<file path="src/hdl/c32dfr_pkg.sv">
// Package for the CRC-32 frame deframer: byte roles, frame status codes,
// frame layout and CRC-32 constants. No dependencies.
package c32dfr_pkg;

    // Frame layout
    localparam int unsigned POS_W     = 17;
    localparam int unsigned LEN_W     = 16;
    localparam int unsigned TYPE_W    = 16;
    localparam int unsigned CRC_W     = 32;
    localparam logic [POS_W-1:0] HDR_BYTES = 17'd4;

    // Reflected IEEE 802.3 CRC-32
    localparam logic [CRC_W-1:0] CRC_POLY_REFL = 32'hEDB8_8320;
    localparam logic [CRC_W-1:0] CRC_INIT      = 32'hFFFF_FFFF;

    // Role of each passed-through byte
    typedef enum logic [1:0] {
        ROLE_HEADER  = 2'd0,
        ROLE_PAYLOAD = 2'd1,
        ROLE_TRAILER = 2'd2
    } byte_role_t;

    // Frame result reported on the last trailer byte
    typedef enum logic [1:0] {
        STAT_OPEN     = 2'd0,
        STAT_CRC_OK   = 2'd1,
        STAT_CRC_BAD  = 2'd2
    } frame_status_t;

    // Position of a header byte within the header
    typedef enum logic [1:0] {
        HDR_TYPE_HI = 2'd0,
        HDR_TYPE_LO = 2'd1,
        HDR_LEN_HI  = 2'd2,
        HDR_LEN_LO  = 2'd3
    } hdr_slot_t;

endpackage

</file>
<file path="src/hdl/crc32_frame_deframer_core.sv">
// Top level of the CRC-32 frame deframer: frame state, CRC check, result register.
// Depends on c32dfr_pkg, c32dfr_in_reg and c32dfr_crc_byte.
//
//   channel | direction | ports                                        | handshake
//   input   | in        | s_rx_byte                                    | s_valid / s_ready
//   result  | out       | m_out_byte, m_byte_role, m_frame_type,       | m_valid / m_ready
//           |           | m_last_of_frame, m_frame_status              |
//
// Each byte goes through the input register, then through the CRC byte update and
// frame decode into the result register. One byte per cycle is sustained unless
// m_ready stalls the result; the single byte-wise CRC update sets the path.
// Reset (synchronous, active low aresetn) empties both registers and starts a new frame.
// A stalled result holds the frame state; the input register still takes one byte.
module crc32_frame_deframer_core
    import c32dfr_pkg::*;
(
    input  logic              aclk,
    input  logic              aresetn,
    input  logic              s_valid,
    output logic              s_ready,
    input  logic [7:0]        s_rx_byte,
    output logic              m_valid,
    input  logic              m_ready,
    output logic [7:0]        m_out_byte,
    output logic [1:0]        m_byte_role,
    output logic [TYPE_W-1:0] m_frame_type,
    output logic              m_last_of_frame,
    output logic [1:0]        m_frame_status
);

    logic       in_valid;
    logic [7:0] in_byte;
    logic       advance;

    // Frame state
    logic [POS_W-1:0]  pos_reg,  pos_next;
    logic [LEN_W-1:0]  len_reg,  len_next;
    logic [CRC_W-1:0]  crc_reg,  crc_next;
    logic [TYPE_W-1:0] type_reg, type_next;
    logic              miss_reg, miss_next;

    // Result register
    logic                m_valid_reg, m_valid_next;
    logic [7:0]          byte_reg;
    byte_role_t          role_reg, role_next;
    logic [TYPE_W-1:0]   ftype_reg, ftype_next;
    logic                last_reg, last_next;
    frame_status_t       stat_reg, stat_next;

    logic [CRC_W-1:0] crc_upd;
    logic [POS_W-1:0] body_end;
    logic [POS_W-1:0] trl_off;
    logic [CRC_W-1:0] crc_inv;
    logic [7:0]       expect_byte;

    c32dfr_in_reg u_in_reg (
        .aclk       (aclk),
        .aresetn    (aresetn),
        .s_valid    (s_valid),
        .s_ready    (s_ready),
        .s_data     (s_rx_byte),
        .take       (advance),
        .hold_valid (in_valid),
        .hold_data  (in_byte)
    );

    c32dfr_crc_byte u_crc (
        .crc_in  (crc_reg),
        .data    (in_byte),
        .crc_out (crc_upd)
    );

    // Byte moves to the result register when that is empty or being drained
    assign advance = in_valid && (!m_valid_reg || m_ready);

    assign body_end = HDR_BYTES + {1'b0, len_reg};
    assign trl_off  = pos_reg - body_end;
    assign crc_inv  = ~crc_reg;

    // Expected trailer byte, least significant first
    always_comb begin
        case (trl_off[1:0])
            2'd0:    expect_byte = crc_inv[7:0];
            2'd1:    expect_byte = crc_inv[15:8];
            2'd2:    expect_byte = crc_inv[23:16];
            default: expect_byte = crc_inv[31:24];
        endcase
    end

    // Frame decode and next state
    always_comb begin
        pos_next   = pos_reg;
        len_next   = len_reg;
        crc_next   = crc_reg;
        type_next  = type_reg;
        miss_next  = miss_reg;
        role_next  = ROLE_HEADER;
        ftype_next = '0;
        last_next  = 1'b0;
        stat_next  = STAT_OPEN;

        if (pos_reg < HDR_BYTES) begin
            role_next = ROLE_HEADER;
            case (hdr_slot_t'(pos_reg[1:0]))
                HDR_TYPE_HI: type_next = {in_byte, type_reg[7:0]};
                HDR_TYPE_LO: type_next = {type_reg[15:8], in_byte};
                HDR_LEN_HI:  len_next  = {in_byte, len_reg[7:0]};
                HDR_LEN_LO:  len_next  = {len_reg[15:8], in_byte};
                default:     len_next  = len_reg;
            endcase
            crc_next = crc_upd;
            pos_next = pos_reg + 1'b1;
        end else if (pos_reg < body_end) begin
            role_next = ROLE_PAYLOAD;
            crc_next  = crc_upd;
            pos_next  = pos_reg + 1'b1;
        end else begin
            role_next = ROLE_TRAILER;
            if (expect_byte != in_byte) begin
                miss_next = 1'b1;
            end
            if (trl_off[1:0] == 2'd3) begin
                // Last trailer byte: report and start a new frame
                last_next  = 1'b1;
                ftype_next = type_reg;
                stat_next  = miss_next ? STAT_CRC_BAD : STAT_CRC_OK;
                pos_next   = '0;
                len_next   = '0;
                crc_next   = CRC_INIT;
                type_next  = '0;
                miss_next  = 1'b0;
            end else begin
                pos_next = pos_reg + 1'b1;
            end
        end
    end

    // Result valid
    always_comb begin
        m_valid_next = m_valid_reg;
        if (advance) begin
            m_valid_next = 1'b1;
        end else if (m_ready) begin
            m_valid_next = 1'b0;
        end
    end

    // Control state
    always_ff @(posedge aclk) begin
        if (!aresetn) begin
            pos_reg     <= '0;
            len_reg     <= '0;
            crc_reg     <= CRC_INIT;
            type_reg    <= '0;
            miss_reg    <= 1'b0;
            m_valid_reg <= 1'b0;
        end else begin
            m_valid_reg <= m_valid_next;
            if (advance) begin
                pos_reg  <= pos_next;
                len_reg  <= len_next;
                crc_reg  <= crc_next;
                type_reg <= type_next;
                miss_reg <= miss_next;
            end
        end
    end

    // Result payload
    always_ff @(posedge aclk) begin
        if (advance) begin
            byte_reg  <= in_byte;
            role_reg  <= role_next;
            ftype_reg <= ftype_next;
            last_reg  <= last_next;
            stat_reg  <= stat_next;
        end
    end

    assign m_valid         = m_valid_reg;
    assign m_out_byte      = byte_reg;
    assign m_byte_role     = role_reg;
    assign m_frame_type    = ftype_reg;
    assign m_last_of_frame = last_reg;
    assign m_frame_status  = stat_reg;

endmodule

</file>
<file path="src/hdl/c32dfr_in_reg.sv">
// Input register stage of the CRC-32 frame deframer.
// Holds one received byte; depends on nothing but the handshake.
module c32dfr_in_reg (
    input  logic       aclk,
    input  logic       aresetn,
    input  logic       s_valid,
    output logic       s_ready,
    input  logic [7:0] s_data,
    input  logic       take,
    output logic       hold_valid,
    output logic [7:0] hold_data
);

    logic       valid_reg;
    logic       valid_next;
    logic [7:0] data_reg;

    // Free when empty, or when the held byte moves on this cycle
    assign s_ready = !valid_reg || take;

    always_comb begin
        valid_next = valid_reg;
        if (s_valid && s_ready) begin
            valid_next = 1'b1;
        end else if (take) begin
            valid_next = 1'b0;
        end
    end

    always_ff @(posedge aclk) begin
        if (!aresetn) begin
            valid_reg <= 1'b0;
        end else begin
            valid_reg <= valid_next;
        end
    end

    // Payload needs no reset
    always_ff @(posedge aclk) begin
        if (s_valid && s_ready) begin
            data_reg <= s_data;
        end
    end

    assign hold_valid = valid_reg;
    assign hold_data  = data_reg;

endmodule

</file>
<file path="src/hdl/c32dfr_crc_byte.sv">
// Byte-wise update of the reflected CRC-32 (eight shift/xor steps).
// Depends on c32dfr_pkg for the polynomial.
module c32dfr_crc_byte
    import c32dfr_pkg::*;
(
    input  logic [CRC_W-1:0] crc_in,
    input  logic [7:0]       data,
    output logic [CRC_W-1:0] crc_out
);

    // One bit per step, LSB first
    always_comb begin
        logic [CRC_W-1:0] c;
        c = crc_in ^ {24'd0, data};
        for (int i = 0; i < 8; i++) begin
            if (c[0]) begin
                c = (c >> 1) ^ CRC_POLY_REFL;
            end else begin
                c = c >> 1;
            end
        end
        crc_out = c;
    end

endmodule

</file>
<file path="config.mk">
export PLATFORM = sky130hd
export DESIGN_NAME = crc32_frame_deframer_core
export DESIGN_NICKNAME = d
export VERILOG_FILES = /design/src/hdl/c32dfr_pkg.sv /design/src/hdl/crc32_frame_deframer_core.sv /design/src/hdl/c32dfr_in_reg.sv /design/src/hdl/c32dfr_crc_byte.sv
export SDC_FILE = /design/constraint.sdc
export NUM_CORES = 1
export LEC_CHECK = 0
export BUFFER_PORTS_ARGS = -buffer_cell sky130_fd_sc_hd__clkbuf_2
export CORE_MARGIN = 2
export CORE_UTILIZATION = 53
export CTS_CLUSTER_DIAMETER = 60
export DETAILED_ROUTE_END_ITERATION = 6
export PLACE_DENSITY = 0.82
export REMOVE_ABC_BUFFERS = 1
export SYNTH_ARGS = -nofsm -noshare
export SYNTH_HDL_FRONTEND = slang
export SYNTH_HIERARCHICAL = 1
export SYNTH_SLANG_ARGS = --single-unit
</file>
<file path="constraint.sdc">
create_clock -name aclk -period 4.2 [get_ports aclk]
set_clock_uncertainty 0.05 [all_clocks]
set_input_delay 0.42 -clock aclk [delete_from_list [all_inputs] [get_ports aclk]]
set_output_delay 0.42 -clock aclk [all_outputs]
set_load 0.05 [all_outputs]
</file>
==> metrics <==
Setup crit end type_reg[15]; largest family of logic cells by synthesized area simple AND/OR/NAND/NOR gates; Yosys reg bits between 100 and 150; LEAKAGE 3.12 nW; Worst R2R Setup Slack about 0.28 ns; CTS H-tree lvls 4; Tightest Pin Transition 1.03 ns; vias 5698; Stages on worst setup path 14; clk slew on worst S/H paths 0.06 ns; core footprint 13100 sq um; final-report max-slew violation count 0; Overall Global Routing Usage 0.258; CP cell instances and3_1, and2_1, nand2_1, nor2_1, nand3_1, xor2_1, ha_1, nand4_1, nor3_2, o31a_1, nor4_1, buf_4, or3_1, mux2i_1; hold crit path type in2reg; Max Root-Sink Buffers 2; hold path cells 1; Max Cap Violations 0; final WL 17700 um; initial antenna violation count 0; Worst EP arrival ~4.2 ns; adder-cell share of the synthesized area 0.0388; # resized after CTS 0; fmax 255 MHz; Area Overhead vs Synth 12.7%; Rel. slew slack 0.314; sequential-to-total area share from yosys stat 0.394; Yosys Warn Count 6; critical path class reg2reg; wire per inst 19.5 um; synthesized-area fraction occupied by and/or/nand/nor cells 0.190; main area contributors after synthesis dfxtp_1 (24%), edfxtp_1 (16%), xnor2_1 (5.4%), mux2i_1 (4.5%), ha_1 (3.9%); critical path data required time roughly 4.5 ns; post-synth top area cell dfxtp_1; Reg-to-Reg End type_reg[15]; Mapped Area 7090 sq um; I/O pin count 43; CP max stage cell or3_1; Via density 6.27; # clock sinks 121; Reg-to-Reg Start len_reg[4]; Final min period 3.92 ns; vias in the first global route 5579; CP peak stage delay 0.55 ns; Setup-failing EPs final 0; Top FF cell, synth dfxtp_1; XOR/XNOR Fraction of Synth Area 0.172; CTS tree yes; Yosys cell types 59; number of flops mapped to enable cells by yosys 37; pin count of the biggest net entering global routing 59; die height 120 um; crit-path max FO 8; hpwl dp 11100 um; DRT Pass-1 Iters 6; first-pass GRT wire length 28800 um; Hold Vio Cnt, Final 0; fin util 0.608; clk_lat worst skew 0.42 ns; DRT iter0 DRCs 565; Die ar. between 10000 and 15000 sq um; Setup crit end kind flip-flop; Starting Density 0.540; antenna-violating nets left 0; Crit path buffers/inverters 1; diodes inserted 0; Layout Cells excl Fill 909; quantity of hold-fixing buffers added after cts 0; top cell type's share of synthesized area 0.237; worst-case reg-to-reg path depth 14; Critical Path Source len_reg[4]; delay-heaviest family, CP simple AND/OR/NAND/NOR gates; clock root buffer clkbuf_16; status finished, final reports clean; DR DRC count 0; share of cells above drive strength 1 0.145; grt ovf 0; row cnt 42; Filler Cells Inserted 970; Post-Syn Instances around 700; Async SR Flop Fraction 0; Synth Area in Compound Gates 0.0918; Post-CTS Setup Inserts 0; final period utilization 0.933; global placer's final weighted congestion 0.871; max FFs per register 32; Power Density ~550 nW/um^2; Die Wd 120 um; unrepaired setup endpoints after global routing false; Worst Setup Start Kind flip-flop; Setup TNS 0 ns; Peak VDD IR 0.288 mV; Layout Nets 754; syn_area_per_cell 10.2 sq um; mux share of post-synthesis cell area 0.0748; post-placement cell count 877; I/O Buffers 42; CTS Buf Count 17
-- placed cells by master (no fill, tap or decap), types with 7 or more instances in the layout --
| master | count |
|---|---|
| dfxtp_1 | 84 |
| and2_1 | 23 |
| clkbuf_2 | 41 |
| mux4_1 | 8 |
| ha_1 | 22 |
| nand4_1 | 12 |
| xnor3_1 | 11 |
| xnor2_1 | 44 |
| edfxtp_1 | 37 |
| nor2_1 | 20 |
| mux2i_1 | 32 |
| a21oi_1 | 13 |
| o21ai_0 | 35 |
| nand2_1 | 56 |
| clkbuf_16 | 17 |
| buf_4 | 7 |
| or3_1 | 37 |
| nand3_1 | 46 |
| nor3_1 | 36 |
| inv_1 | 9 |
| o22ai_1 | 32 |
| xor2_1 | 25 |
-- cells in the mapped netlist, types with 6 or more instances --
master and count:
a21oi_1 13, dfxtp_1 84, xnor3_1 11, clkbuf_1 27, xnor2_1 44, nand4_1 12, inv_1 10, edfxtp_1 37
nor3_1 38, or3_1 37, nand3_1 46, nor2_1 20, xor2_1 25, mux4_1 8, ha_1 22, buf_4 7
o21ai_0 35, and3_1 6, mux2i_1 32, o22ai_1 32, nand2_1 56, and2_1 23
-- routing by layer --
metal,global-route usage,part of all wire,vias up
li1,-,-,2578
met5,0,0,-
met3,0.0727,0.089,74
met4,0.115,0.039,0
met1,0.319,0.39,2724
met2,0.421,0.48,322
-- stage by stage --
step           worst slack [ns]  total power, mW  hold WS [ns]  area, sq um
6_report                  0.283             4.37         0.130         7990
2_1_floorplan            0.0343             2.57         0.384         6860
5_1_grt                  0.0208             4.53         0.122         7990
3_5_place_dp              0.408             2.82         0.402         7370
4_1_cts                   0.257             4.36         0.120         7990
3_3_place_gp              0.645             2.77         0.393         7370
-- layout make-up --
class | instances | area, sq um | share of cell area
multi-input cells | 519 | 4040 | 0.505
flip-flops and latches | 121 | 2790 | 0.349
clock buffers | 20 | 447 | 0.0559
repair buffers | 50 | 283 | 0.0354
well taps | 176 | 220 | 0.0275
clock inverters | 12 | 173 | 0.0216
inverters | 11 | 43.8 | 0.00548
-- power by group --
group	switching [mW]	internal [mW]
sequential	0.152	1.33
combinational	0.624	0.740
clock	0.520	1.01
-- cell families (layout without fill, tap and decap cells) --
| logic type | Yosys count | after routing |
|---|---|---|
| compound gates | 103 | 103 |
| xor+xnor | 97 | 97 |
| fa+ha+maj | 22 | 22 |
| buf+inv | 55 | 93 |
| flops | 121 | 121 |
| mux | 40 | 40 |
| simple gates | 257 | 257 |
-- worst min path at each step --
stage                             from                    end  slack (ns)
final                     s_rx_byte[4]  u_in_reg/hold_data[4]        0.13
after global routing      s_rx_byte[5]  u_in_reg/hold_data[5]        0.12
after CTS                 s_rx_byte[4]  u_in_reg/hold_data[4]        0.12
after detailed placement  type_reg[10]           type_reg[10]        0.40
after global placement     type_reg[1]            type_reg[1]        0.39
after floorplan            type_reg[0]            type_reg[0]        0.38
No activity file was read; power rests on OpenSTA's default activity.
